$ cat src/hw/rtl/rgbhsl_pkg.sv
// ---------------------------------------------------------------------------
// rgbhsl_pkg
// Shared constants, pipeline types and divider step functions for the
// RGB to HSL converter.
// ---------------------------------------------------------------------------
`default_nettype none

package rgbhsl_pkg;

    // Fractional bits of the fine hue and of the fine saturation/lightness
    localparam int HUE_FRAC_BITS   = 6;
    localparam int LEVEL_FRAC_BITS = 12;

    // Pixel component, component sum and divider remainder widths
    localparam int PIX_W = 8;
    localparam int SUM_W = 9;
    localparam int REM_W = 9;

    // Six times the hue in units of the chroma: below 6 * 255
    localparam int H6_W = 11;

    // Quotient bits: hue below 360 degrees, levels up to and including one
    localparam int HUE_QW    = $clog2(360 * (2 ** HUE_FRAC_BITS));
    localparam int LEVEL_QW  = LEVEL_FRAC_BITS + 1;
    localparam int DIV_STEPS = (HUE_QW > LEVEL_QW) ? HUE_QW : LEVEL_QW;
    localparam int NUM_W     = REM_W + DIV_STEPS;

    // Index of the last stage before the output register
    localparam int PIPE_LAST = DIV_STEPS + 1;

    // Half of one degree in fine hue units (zero when there is no fraction)
    localparam int HUE_HALF = (2 ** HUE_FRAC_BITS) / 2;

    // Divider lanes
    localparam int LANE_HUE      = 0;
    localparam int LANE_SAT_PCT  = 1;
    localparam int LANE_SAT_FINE = 2;
    localparam int NUM_LANES     = 3;

    localparam logic [NUM_W-1:0] HUE_SCALE = NUM_W'(60 * (2 ** HUE_FRAC_BITS));
    localparam logic [NUM_W-1:0] PCT_SCALE = NUM_W'(100);
    localparam logic [REM_W-1:0] LIGHT_DEN = REM_W'(510);
    localparam logic [SUM_W-1:0] SUM_HALF  = SUM_W'(255);

    // Lightness by reciprocal multiply:
    //   percent = floor((20 * sum + 51) / 102)
    //   fine    = floor((sum * 2^LEVEL_FRAC_BITS + 255) / 510)
    // The reciprocals are rounded up, with enough shift that the error
    // never reaches the next integer over the whole sum range.
    localparam int     LIGHT_PCT_QW     = 7;
    localparam int     LIGHT_PCT_SHIFT  = 21;
    localparam longint LIGHT_PCT_RECIP  = ((longint'(1) << LIGHT_PCT_SHIFT) + 101) / 102;
    localparam int     LIGHT_PCT_W      = LIGHT_PCT_SHIFT + LIGHT_PCT_QW;
    localparam int     LIGHT_FINE_SHIFT = LEVEL_FRAC_BITS + 19;
    localparam longint LIGHT_FINE_RECIP = ((longint'(1) << LIGHT_FINE_SHIFT) + 509) / 510;
    localparam int     LIGHT_FINE_W     = LIGHT_FINE_SHIFT + LEVEL_QW;

    localparam logic [LIGHT_PCT_W-1:0]  LIGHT_PCT_SCALE  =
        LIGHT_PCT_W'(20 * LIGHT_PCT_RECIP);
    localparam logic [LIGHT_PCT_W-1:0]  LIGHT_PCT_BIAS   =
        LIGHT_PCT_W'(51 * LIGHT_PCT_RECIP);
    localparam logic [LIGHT_FINE_W-1:0] LIGHT_FINE_SCALE =
        LIGHT_FINE_W'(LIGHT_FINE_RECIP << LEVEL_FRAC_BITS);
    localparam logic [LIGHT_FINE_W-1:0] LIGHT_FINE_BIAS  =
        LIGHT_FINE_W'(255 * LIGHT_FINE_RECIP);

    // Sector of the largest component; red splits on the hue wrap
    typedef enum logic [1:0] {
        SECT_RED,
        SECT_RED_WRAP,
        SECT_GREEN,
        SECT_BLUE
    } sector_t;

    typedef struct packed {
        logic [PIX_W-1:0]        chroma;
        logic [SUM_W-1:0]        sum;
        logic signed [SUM_W-1:0] diff;
        sector_t                 sector;
    } prep_t;

    // One restoring divider lane: partial remainder, numerator bits that
    // shift out while quotient bits shift in, and the divisor
    typedef struct packed {
        logic [REM_W-1:0]     rem;
        logic [DIV_STEPS-1:0] quo;
        logic [REM_W-1:0]     den;
    } lane_t;

    // Divider lanes plus the finished lightness riding alongside
    typedef struct packed {
        lane_t [NUM_LANES-1:0]   lane;
        logic [LIGHT_PCT_QW-1:0] light_pct;
        logic [LEVEL_QW-1:0]     light_fine;
        logic                    gray;
    } div_stage_t;

    // Load a lane: the numerator is below den * 2^DIV_STEPS
    function automatic lane_t lane_load(logic [NUM_W-1:0] num, logic [REM_W-1:0] den);
        lane_t l;
        l.rem = num[NUM_W-1 -: REM_W];
        l.quo = num[DIV_STEPS-1:0];
        l.den = den;
        return l;
    endfunction

    // One quotient bit: shift in the next numerator bit, subtract if it fits
    function automatic lane_t lane_step(lane_t l_in);
        lane_t          l;
        logic [REM_W:0] trial;
        logic [REM_W:0] den_ext;
        l       = l_in;
        trial   = {l_in.rem, l_in.quo[DIV_STEPS-1]};
        den_ext = {1'b0, l_in.den};
        if (trial >= den_ext)
        begin
            l.rem = REM_W'(trial - den_ext);
            l.quo = {l_in.quo[DIV_STEPS-2:0], 1'b1};
        end
        else
        begin
            l.rem = trial[REM_W-1:0];
            l.quo = {l_in.quo[DIV_STEPS-2:0], 1'b0};
        end
        return l;
    endfunction

    function automatic div_stage_t div_stage_step(div_stage_t s_in);
        div_stage_t s;
        s = s_in;
        for (int i = 0; i < NUM_LANES; i++)
        begin
            s.lane[i] = lane_step(s_in.lane[i]);
        end
        return s;
    endfunction

    // Round half up: add one when twice the remainder reaches the divisor
    function automatic logic [DIV_STEPS:0] lane_round(lane_t l);
        logic up;
        up = ({l.rem, 1'b0} >= {1'b0, l.den});
        return (DIV_STEPS + 1)'(l.quo) + (DIV_STEPS + 1)'(up);
    endfunction

endpackage

`default_nettype wire

$ cat src/hw/rtl/rgb_to_hsl_converter.sv
// ---------------------------------------------------------------------------
// rgb_to_hsl_converter
// Pipelined RGB to HSL conversion with coarse and fine rounded outputs.
// ---------------------------------------------------------------------------
// Usage:
//   Input channel (in_valid/in_ready) carries one 8-bit RGB pixel per
//   request; output channel (out_valid/out_ready) carries hue, saturation
//   and lightness, each in whole degrees/percent and in fine fixed point.
//   Throughput: one pixel per clock while the receiver takes results.
//   From acceptance to out_valid a pixel passes a min/max stage, a
//   numerator stage, the restoring divider (15 quotient bits with 6 fine
//   hue bits), which resolves one quotient bit per stage in three
//   parallel lanes (hue, two saturations), and the rounding output
//   register. Lightness comes from a reciprocal multiply in the numerator
//   stage and rides beside the lanes.
//   Reset clears every stage valid bit and the output valid; no pixel
//   survives reset.
//   A stall on the output holds the result register. The pipeline keeps
//   moving, and in_ready stays high, until a pixel reaches the last stage
//   with nowhere to go; then all stages hold together. Nothing is dropped
//   or repeated.
// ---------------------------------------------------------------------------
`default_nettype none

module rgb_to_hsl_converter
    import rgbhsl_pkg::*;
(
    input  wire logic        clk,
    input  wire logic        rst_n,
    input  wire logic        in_valid,
    output logic             in_ready,
    input  wire logic [7:0]  red,
    input  wire logic [7:0]  green,
    input  wire logic [7:0]  blue,
    output logic             out_valid,
    input  wire logic        out_ready,
    output logic [8:0]       hue_degrees,
    output logic [6:0]       saturation_percent,
    output logic [6:0]       lightness_percent,
    output logic [14:0]      hue_fine,
    output logic [12:0]      saturation_fine,
    output logic [12:0]      lightness_fine
);

    // Pipeline control
    logic [PIPE_LAST:0] pipe_vld_reg;
    logic               advance;
    logic               out_load;

    // Stage A: min/max and sector
    prep_t              prep_reg;
    prep_t              prep_next;
    logic [PIX_W-1:0]   comp_max;
    logic [PIX_W-1:0]   comp_min;

    // Stage B and divider stages
    div_stage_t         div_reg  [DIV_STEPS+1];
    div_stage_t         div_next [DIV_STEPS+1];
    logic [H6_W-1:0]    chroma_mult;
    logic signed [H6_W:0] h6_sum;
    logic [H6_W-1:0]    h6;
    logic [REM_W-1:0]   sat_den;
    logic [LIGHT_PCT_W-1:0]  light_pct_prod;
    logic [LIGHT_FINE_W-1:0] light_fine_prod;

    // Rounding
    logic [DIV_STEPS:0] hue_round;
    logic [DIV_STEPS:0] hue_coarse;
    logic [DIV_STEPS:0] sat_pct_round;
    logic [DIV_STEPS:0] sat_fine_round;

    // Output register
    logic               out_valid_reg;
    logic [8:0]         hue_degrees_reg;
    logic [6:0]         saturation_percent_reg;
    logic [6:0]         lightness_percent_reg;
    logic [14:0]        hue_fine_reg;
    logic [12:0]        saturation_fine_reg;
    logic [12:0]        lightness_fine_reg;
    logic [8:0]         hue_degrees_next;
    logic [6:0]         saturation_percent_next;
    logic [6:0]         lightness_percent_next;
    logic [14:0]        hue_fine_next;
    logic [12:0]        saturation_fine_next;
    logic [12:0]        lightness_fine_next;

    // Advance the pipeline unless a request sits in the last stage while
    // the output register is full and stalled
    assign advance  = out_ready || !out_valid_reg || !pipe_vld_reg[PIPE_LAST];
    assign out_load = out_ready || !out_valid_reg;
    assign in_ready = advance;

    // Stage A: pick the largest component, tie order red, green, blue
    always_comb
    begin
        prep_next = '0;
        if ((red >= green) && (red >= blue))
        begin
            comp_max         = red;
            prep_next.sector = (green < blue) ? SECT_RED_WRAP : SECT_RED;
            prep_next.diff   = $signed({1'b0, green}) - $signed({1'b0, blue});
        end
        else if (green >= blue)
        begin
            comp_max         = green;
            prep_next.sector = SECT_GREEN;
            prep_next.diff   = $signed({1'b0, blue}) - $signed({1'b0, red});
        end
        else
        begin
            comp_max         = blue;
            prep_next.sector = SECT_BLUE;
            prep_next.diff   = $signed({1'b0, red}) - $signed({1'b0, green});
        end

        comp_min = red;
        if (green < comp_min)
        begin
            comp_min = green;
        end
        if (blue < comp_min)
        begin
            comp_min = blue;
        end

        prep_next.chroma = comp_max - comp_min;
        prep_next.sum    = SUM_W'(comp_max) + SUM_W'(comp_min);
    end

    // Stage B: build numerators and divisors; then one quotient bit a stage
    always_comb
    begin
        case (prep_reg.sector)
            SECT_RED:      chroma_mult = '0;
            SECT_RED_WRAP: chroma_mult = (H6_W'(prep_reg.chroma) << 2)
                                       + (H6_W'(prep_reg.chroma) << 1);
            SECT_GREEN:    chroma_mult = H6_W'(prep_reg.chroma) << 1;
            SECT_BLUE:     chroma_mult = H6_W'(prep_reg.chroma) << 2;
            default:       chroma_mult = '0;
        endcase

        // Hue times chroma over 60, always in [0, 6 * chroma)
        h6_sum = $signed({1'b0, chroma_mult}) + (H6_W + 1)'(prep_reg.diff);
        h6     = h6_sum[H6_W-1:0];

        // Saturation divisor is min(sum, 510 - sum)
        sat_den = (prep_reg.sum <= SUM_HALF) ? prep_reg.sum : LIGHT_DEN - prep_reg.sum;

        // Lightness by reciprocal multiply; the quotient is the top bits
        light_pct_prod  = LIGHT_PCT_W'(prep_reg.sum) * LIGHT_PCT_SCALE + LIGHT_PCT_BIAS;
        light_fine_prod = LIGHT_FINE_W'(prep_reg.sum) * LIGHT_FINE_SCALE + LIGHT_FINE_BIAS;

        div_next[0].gray       = (prep_reg.chroma == '0);
        div_next[0].light_pct  = light_pct_prod[LIGHT_PCT_W-1 -: LIGHT_PCT_QW];
        div_next[0].light_fine = light_fine_prod[LIGHT_FINE_W-1 -: LEVEL_QW];
        div_next[0].lane[LANE_HUE] =
            lane_load(NUM_W'(h6) * HUE_SCALE, REM_W'(prep_reg.chroma));
        div_next[0].lane[LANE_SAT_PCT] =
            lane_load(NUM_W'(prep_reg.chroma) * PCT_SCALE, sat_den);
        div_next[0].lane[LANE_SAT_FINE] =
            lane_load(NUM_W'(prep_reg.chroma) << LEVEL_FRAC_BITS, sat_den);

        for (int i = 0; i < DIV_STEPS; i++)
        begin
            div_next[i+1] = div_stage_step(div_reg[i]);
        end
    end

    // Round the finished quotients; grey pixels have no hue or saturation
    always_comb
    begin
        hue_round        = lane_round(div_reg[DIV_STEPS].lane[LANE_HUE]);
        sat_pct_round    = lane_round(div_reg[DIV_STEPS].lane[LANE_SAT_PCT]);
        sat_fine_round   = lane_round(div_reg[DIV_STEPS].lane[LANE_SAT_FINE]);

        // Whole degrees from the fine quotient: the dropped remainder can
        // never carry across a whole-degree boundary
        if (HUE_FRAC_BITS == 0)
        begin
            hue_coarse = hue_round;
        end
        else
        begin
            hue_coarse = ((DIV_STEPS + 1)'(div_reg[DIV_STEPS].lane[LANE_HUE].quo)
                         + (DIV_STEPS + 1)'(HUE_HALF)) >> HUE_FRAC_BITS;
        end

        hue_degrees_next        = 9'(hue_coarse);
        hue_fine_next           = 15'(hue_round);
        saturation_percent_next = 7'(sat_pct_round);
        saturation_fine_next    = 13'(sat_fine_round);
        lightness_percent_next  = 7'(div_reg[DIV_STEPS].light_pct);
        lightness_fine_next     = 13'(div_reg[DIV_STEPS].light_fine);

        if (div_reg[DIV_STEPS].gray)
        begin
            hue_degrees_next        = '0;
            hue_fine_next           = '0;
            saturation_percent_next = '0;
            saturation_fine_next    = '0;
        end
    end

    // Advance valid bits with the data
    always_ff @(posedge clk or negedge rst_n)
    begin
        if (!rst_n)
        begin
            pipe_vld_reg  <= '0;
            out_valid_reg <= 1'b0;
        end
        else
        begin
            if (advance)
            begin
                pipe_vld_reg <= {pipe_vld_reg[PIPE_LAST-1:0], in_valid};
            end
            if (out_load)
            begin
                out_valid_reg <= pipe_vld_reg[PIPE_LAST];
            end
        end
    end

    // Pipeline payload, held on stall
    always_ff @(posedge clk)
    begin
        if (advance)
        begin
            prep_reg <= prep_next;
            for (int i = 0; i <= DIV_STEPS; i++)
            begin
                div_reg[i] <= div_next[i];
            end
        end
        if (out_load)
        begin
            hue_degrees_reg        <= hue_degrees_next;
            saturation_percent_reg <= saturation_percent_next;
            lightness_percent_reg  <= lightness_percent_next;
            hue_fine_reg           <= hue_fine_next;
            saturation_fine_reg    <= saturation_fine_next;
            lightness_fine_reg     <= lightness_fine_next;
        end
    end

    assign out_valid          = out_valid_reg;
    assign hue_degrees        = hue_degrees_reg;
    assign saturation_percent = saturation_percent_reg;
    assign lightness_percent  = lightness_percent_reg;
    assign hue_fine           = hue_fine_reg;
    assign saturation_fine    = saturation_fine_reg;
    assign lightness_fine     = lightness_fine_reg;

    // A request in the last stage is kept while the output is stalled
    assert property (@(posedge clk) disable iff (!rst_n)
        (pipe_vld_reg[PIPE_LAST] && out_valid && !out_ready) |=> pipe_vld_reg[PIPE_LAST])
    else $error("last stage request lost during output stall");

    // Results stay in range
    assert property (@(posedge clk) disable iff (!rst_n)
        out_valid |-> (hue_degrees <= 9'd360) && (saturation_percent <= 7'd100)
                      && (lightness_percent <= 7'd100)
                      && (saturation_fine <= 13'd4096) && (lightness_fine <= 13'd4096))
    else $error("result out of range");

    // A pixel with nonzero fine hue always has nonzero saturation
    assert property (@(posedge clk) disable iff (!rst_n)
        (out_valid && (hue_fine != 15'd0)) |-> (saturation_fine != 13'd0))
    else $error("hue without saturation");

endmodule

`default_nettype wire
$ cat config.mk
export PLATFORM = sky130hd
export DESIGN_NAME = rgb_to_hsl_converter
export DESIGN_NICKNAME = d
export VERILOG_FILES = /design/src/hw/rtl/rgbhsl_pkg.sv /design/src/hw/rtl/rgb_to_hsl_converter.sv
export SDC_FILE = /design/constraint.sdc
export NUM_CORES = 2
export LEC_CHECK = 0
export BUFFER_PORTS_ARGS = -buffer_cell sky130_fd_sc_hd__buf_4
export CAP_MARGIN = 20
export CORE_MARGIN = 2
export CORE_UTILIZATION = 30
export DETAILED_ROUTE_END_ITERATION = 10
export PLACE_DENSITY = 0.48
export RECOVER_POWER = 100
export SYNTH_ARGS = -nofsm -noshare
export SYNTH_HDL_FRONTEND = slang
export SYNTH_SLANG_ARGS = --single-unit
$ cat constraint.sdc
create_clock -name clk -period 130.1 [get_ports clk]
set_clock_uncertainty 0.05 [all_clocks]
set_input_delay 6.505 -clock clk [delete_from_list [all_inputs] [get_ports clk]]
set_output_delay 6.505 -clock clk [all_outputs]
set_load 0.05 [all_outputs]
Word level (Yosys, flattened, before mapping) --
Memory sizes are Yosys's and may differ from the RTL's. Index checks and enable logic that the tools add are counted.
Word-level totals: flip-flop bits (word level) 110, memory bits (writable) 1920, input port bits 28, output and inout bits 66, logic and storage cells 197, memories 1
Cells by class: add/sub/neg operators 59, $mul 4, $lt $le $gt $ge 55, eq/ne operators 3, muxes and demuxes 56, reductions and logical operators 7
Memories:
- div_reg | words 16, bits a word 120, read ports 16, clocked after Yosys merged registers in 0, wr ports 16, line rgb_to_hsl_converter.sv:57 | div_stage_t div_reg [DIV_STEPS+1];
Operators by type and width (number):
- 24-bit two-way mux | 45
- 10-bit by 9-bit >= comparator with 1-bit output | 48
- 9-bit subtractor | 45
- 44-bit by 31-bit adder with 44-bit output (second input constant) | 1
- 11-bit case mux with 4 select lines | 1
- 9-bit by 23-bit multiplier with 32-bit output (second input constant) | 1
- 8-bit two-way mux | 4
- 28-bit by 21-bit adder with 28-bit output (second input constant) | 1
- 8-bit by 8-bit subtractor with 9-bit output | 3
- 9-bit by 17-bit multiplier with 26-bit output (second input constant) | 1
- 8-bit >= comparator | 3
- 8-bit < comparator | 3
- 11-bit two-way mux | 2
- 15-bit by 1-bit adder with 15-bit output | 1
- 15-bit by 6-bit adder with 15-bit output (second input constant) | 1
- 11-bit by 4-bit multiplier with 15-bit output (second input constant) | 1
- 13-bit by 1-bit adder with 13-bit output | 1
- 8-bit by 5-bit multiplier with 13-bit output (second input constant) | 1
- 10-bit by 9-bit adder with 11-bit output | 1
- 11-bit by 9-bit adder with 11-bit output | 1
- 8-bit by 8-bit adder with 9-bit output | 1
- 9-bit by 8-bit <= comparator with 1-bit output (second input constant) | 1
- 9-bit two-way mux | 1
- 9-bit subtractor (first input constant) | 1
- 10 further kinds | 15

Logic depth before layout (Yosys ltp) --
word-level depth 5, gate-level depth with buffers 27, mapped depth without buffers 26

Least setup slack after synthesis --
OpenSTA, ideal clock, no wires.
path type input-to-output, start input out_ready, end output in_ready, data arrival time 43780 ps, required time 123545 ps, setup slack 79765 ps, stages 2, path buffers 1, path through nand3b_1 > clkbuf_1
On the way: word-level cells in the longest chain between the ends 2
RTL lines:
- start, declared | line rgb_to_hsl_converter.sv:36 | input wire logic out_ready,
- 1-bit logical OR (2 in series) | line rgb_to_hsl_converter.sv:89 | assign advance = out_ready || !out_valid_reg || !pipe_vld_reg[PIPE_LAST];
- end, declared | line rgb_to_hsl_converter.sv:31 | output logic in_ready,
No other way between the ends.

==> impl_summary.log <==
[metrics] vias post-DR: 39910
[metrics] number of distinct library cells after synthesis: 80
[metrics] number of nets still failing antenna checks after routing: 0
[metrics] post-synthesis instance area: 0.07199 mm2
[metrics] most crowded layer after global routing: met2
[metrics] area of all sequential standard cells: 0.04303 mm2
[metrics] number of placement rows: 179
[metrics] via density per instance: 4.472
[metrics] hold_buf cts: 0
[metrics] category of the critical setup timing path: in2reg
[metrics] layout filler cell count: 23110
[metrics] top cell type's share of synthesized area: 0.5915
[metrics] violations in the final reports: capacitance limit, slew limit
[metrics] Worst Hold Class: reg2reg
[metrics] post-synthesis instance total: 5423
[metrics] first-pass GRT wire length: 222.3 mm
[metrics] sinks on the clock net: 1436
[metrics] post-route DRC violation count: 0
[metrics] clock buffers created by TritonCTS: 160
[metrics] shortest clock period the worst path allows after layout: 24.67 ns
[metrics] CTS clk-pin slew, worst paths: 0.06 ns
[metrics] number of enable-type register cells in the synthesized netlist: 1418
[metrics] data arrival time of the critical path: 24.91 ns
[metrics] endpoint required time on the critical path: 130.34 ns
[metrics] Final setup viols: 0
[metrics] Crit Path Max Fanout: 180
[metrics] max FFs per register: 1325
[metrics] number of max-cap violations: 20
[metrics] Syn-to-layout area delta: 13.02%
[metrics] final hold violation count: 0
[metrics] number of buffers on the longest clock path: 3
[metrics] FFs w/ async S/R, synth: 0.01253
[metrics] overflow left after global routing: 0
[metrics] # resized after CTS: 0
[metrics] outcome: complete, but fails checks
[metrics] length of the first detailed-routing pass in iterations: 5
[metrics] top-level I/O count: 94
[metrics] gr usage total: 0.1134
[metrics] routing usage on met3: 0.01856
[metrics] floorplan core area: 0.2383 mm2
[metrics] Multi-input gate area: 0.02664 mm2
[metrics] Detail Placement HPWL: 101.4 mm
[metrics] met2 Track Usage GR: 0.2095
[metrics] Yosys Warn Count: 0
[metrics] clock insertion delay at the later pin of the skew report: 0.82 ns
[metrics] starting utilization of the core area: 0.3021
[metrics] buffer count from post-CTS setup fixing: 0
[metrics] Global Route met1 Usage: 0.1312
[metrics] cells taking the most area after synthesis: sky130_fd_sc_hd__edfxtp_1 59%, sky130_fd_sc_hd__ha_1 10%, sky130_fd_sc_hd__xnor2_1 3.8%, sky130_fd_sc_hd__a21o_1 2.9%, sky130_fd_sc_hd__a21oi_1 2.9%
[metrics] maximum number of pins on one net before global-route repair: 192
[metrics] share of final-layout standard cells stronger than drive strength 1: 0.06427
[metrics] root buffer selected by CTS: sky130_fd_sc_hd__clkbuf_16
[metrics] dominant register cell in the synthesized netlist: sky130_fd_sc_hd__edfxtp_1
[metrics] critical path capture point type: flip-flop
[metrics] H-tree depth reported by CTS: 4
[metrics] final weighted congestion of routability-driven global placement: 0.8433
[metrics] layout net count: 6356
[metrics] DIE HEIGHT: 493.8 um
[metrics] total length of routed wires: 137.5 mm
[metrics] setup_tns: 0 ns
[metrics] maximum achievable frequency: 0.04054 GHz
[metrics] post-synthesis area per instance: 13.27 um2
[metrics] part of the Yosys area used for sequential elements: 0.5978
[metrics] relative max-transition margin: -5.427
[metrics] post-route fraction of the period consumed by the critical path: 0.1896
[metrics] startpoint type of the worst setup path: input pin
[metrics] number of port buffers: 93
[metrics] Die Span X: 493.8 um
[metrics] Final Max Tran Viols: 1486
[metrics] violation count after the first detailed-route iteration: 1923
[metrics] number of global-route vias before repair: 42170
[metrics] register bit total from synthesis: 1436
[metrics] Die Footprint: 0.2439 mm2
[metrics] unrepaired setup endpoints after global routing: no
[metrics] Worst Max-Slew Pin Slew: 9.641 ns
[metrics] CTS tree: done
[metrics] routed length per instance: 15.41 um
[metrics] number of antenna violations at the first check in global routing: 2
[metrics] dominant cell type by area after synthesis: sky130_fd_sc_hd__edfxtp_1
critical path, cell delays in order:
cell,delay (ns)
sky130_fd_sc_hd__clkbuf_4,0.10
sky130_fd_sc_hd__nand3b_1,0.09
sky130_fd_sc_hd__clkbuf_1,1.36
sky130_fd_sc_hd__clkbuf_1,1.69
sky130_fd_sc_hd__clkbuf_1,6.57
sky130_fd_sc_hd__clkbuf_1,5.11
sky130_fd_sc_hd__clkbuf_1,2.97
metal layers:
layer / vias up / share of wire
li1: 20120 / -
met1: 19060 / 0.42
met2: 503 / 0.52
met3: 234 / 0.031
met4: 0 / 0.028
met5: - / 0
path summary, 6_finish.rpt:
path,slack [ns],to,startpoint,cells after the start
min in group asynchronous,5.78,pipe_vld_reg[14],rst_n,1
hold / removal,0.33,div_reg[1][582],div_reg[1][461],0
setup reg to reg,110.87,div_reg[1][91],out_valid,6
hold reg to reg,0.33,div_reg[1][582],div_reg[1][461],0
setup / recovery,105.43,div_reg[1][91],out_ready,7
max in group asynchronous,123.61,pipe_vld_reg[7],rst_n,1
synthesized netlist by cell type, types with 5 or more instances:
library cell / count
sky130_fd_sc_hd__edfxtp_1: 1418
sky130_fd_sc_hd__nand2_1: 118
sky130_fd_sc_hd__nor3_1: 36
sky130_fd_sc_hd__o31ai_1: 7
sky130_fd_sc_hd__or2_2: 8
sky130_fd_sc_hd__a21o_1: 281
sky130_fd_sc_hd__mux2i_1: 54
sky130_fd_sc_hd__and2_1: 40
sky130_fd_sc_hd__a221oi_1: 6
sky130_fd_sc_hd__o21bai_1: 21
sky130_fd_sc_hd__a21boi_0: 32
sky130_fd_sc_hd__and3_1: 10
sky130_fd_sc_hd__fa_1: 97
sky130_fd_sc_hd__dfrtp_1: 18
sky130_fd_sc_hd__o21ai_1: 16
sky130_fd_sc_hd__nand3_1: 46
sky130_fd_sc_hd__nand3b_1: 15
sky130_fd_sc_hd__a2111oi_0: 7
sky130_fd_sc_hd__a211o_1: 5
sky130_fd_sc_hd__xnor2_1: 314
sky130_fd_sc_hd__a21oi_1: 412
sky130_fd_sc_hd__nand4_1: 94
sky130_fd_sc_hd__nor2b_1: 133
sky130_fd_sc_hd__a31oi_1: 7
sky130_fd_sc_hd__a22o_1: 7
sky130_fd_sc_hd__xor2_1: 83
sky130_fd_sc_hd__o21a_1: 30
sky130_fd_sc_hd__or3_1: 9
sky130_fd_sc_hd__buf_2: 7
sky130_fd_sc_hd__mux2_2: 101
sky130_fd_sc_hd__o211a_1: 16
sky130_fd_sc_hd__a211oi_1: 31
sky130_fd_sc_hd__nor2_1: 436
sky130_fd_sc_hd__nand2b_1: 108
sky130_fd_sc_hd__ha_1: 596
sky130_fd_sc_hd__o21ai_0: 150
sky130_fd_sc_hd__clkbuf_1: 56
sky130_fd_sc_hd__inv_1: 525
layout make-up:
type	count	share of cell area
flip-flops and latches	1436	0.5289
multi-input cells	3393	0.3275
clock buffers	194	0.05078
well taps	3167	0.04871
inverters	530	0.02445
clock inverters	90	0.01304
repair buffers	114	0.006552
diodes	1	0.00003076
logic make-up after synthesis:
kind of cell,count (synthesis),share of synthesized area
other,1,0.00005209
DFF,1436,0.5978
AOI/OAI and AO/OA,1067,0.09384
buffers and inverters,595,0.03130
muxes,157,0.02362
and+or+nand+nor,1073,0.07363
xor gates and xnor gates,401,0.04921
adders and majority gates,693,0.1306
metrics by stage:
| step | utilization | instances | hold WS [ns] | worst slack (ns) | area [um2] |
|---|---|---|---|---|---|
| floorplan | - | 5424 | 0.3503 | 79.77 | 71990 |
| global placement | 0.3214 | 8640 | 0.3504 | 116.07 | 76590 |
| detailed placement | 0.3214 | 8640 | 0.3545 | 116.08 | 76590 |
| CTS | 0.3432 | 8924 | 0.3240 | 116.07 | 81780 |
| global route | 0.3414 | 8925 | 0.3421 | 103.04 | 81350 |
| finish | 0.3414 | 8925 | 0.3289 | 105.43 | 81350 |
cell usage in the layout, fill, tap and decap left out, types with 33 or more instances in the layout:
master / n
sky130_fd_sc_hd__clkinv_1: 33
sky130_fd_sc_hd__a21oi_1: 412
sky130_fd_sc_hd__mux2_2: 96
sky130_fd_sc_hd__nand4_1: 94
sky130_fd_sc_hd__clkbuf_1: 120
sky130_fd_sc_hd__clkbuf_16: 160
sky130_fd_sc_hd__o21ai_0: 162
sky130_fd_sc_hd__nor2b_1: 133
sky130_fd_sc_hd__a21boi_0: 33
sky130_fd_sc_hd__nor2_1: 437
sky130_fd_sc_hd__xnor2_1: 314
sky130_fd_sc_hd__nor3_1: 37
sky130_fd_sc_hd__mux2i_1: 54
sky130_fd_sc_hd__edfxtp_1: 1418
sky130_fd_sc_hd__nand3_1: 46
sky130_fd_sc_hd__fa_1: 97
sky130_fd_sc_hd__a21o_1: 281
sky130_fd_sc_hd__inv_1: 525
sky130_fd_sc_hd__nand2b_1: 108
sky130_fd_sc_hd__nand2_1: 118
sky130_fd_sc_hd__ha_1: 596
sky130_fd_sc_hd__xor2_1: 83
Power is left out: the tool's default activity adds up to more than one toggle a clock period on the data nets, which glitch-free logic cannot reach.
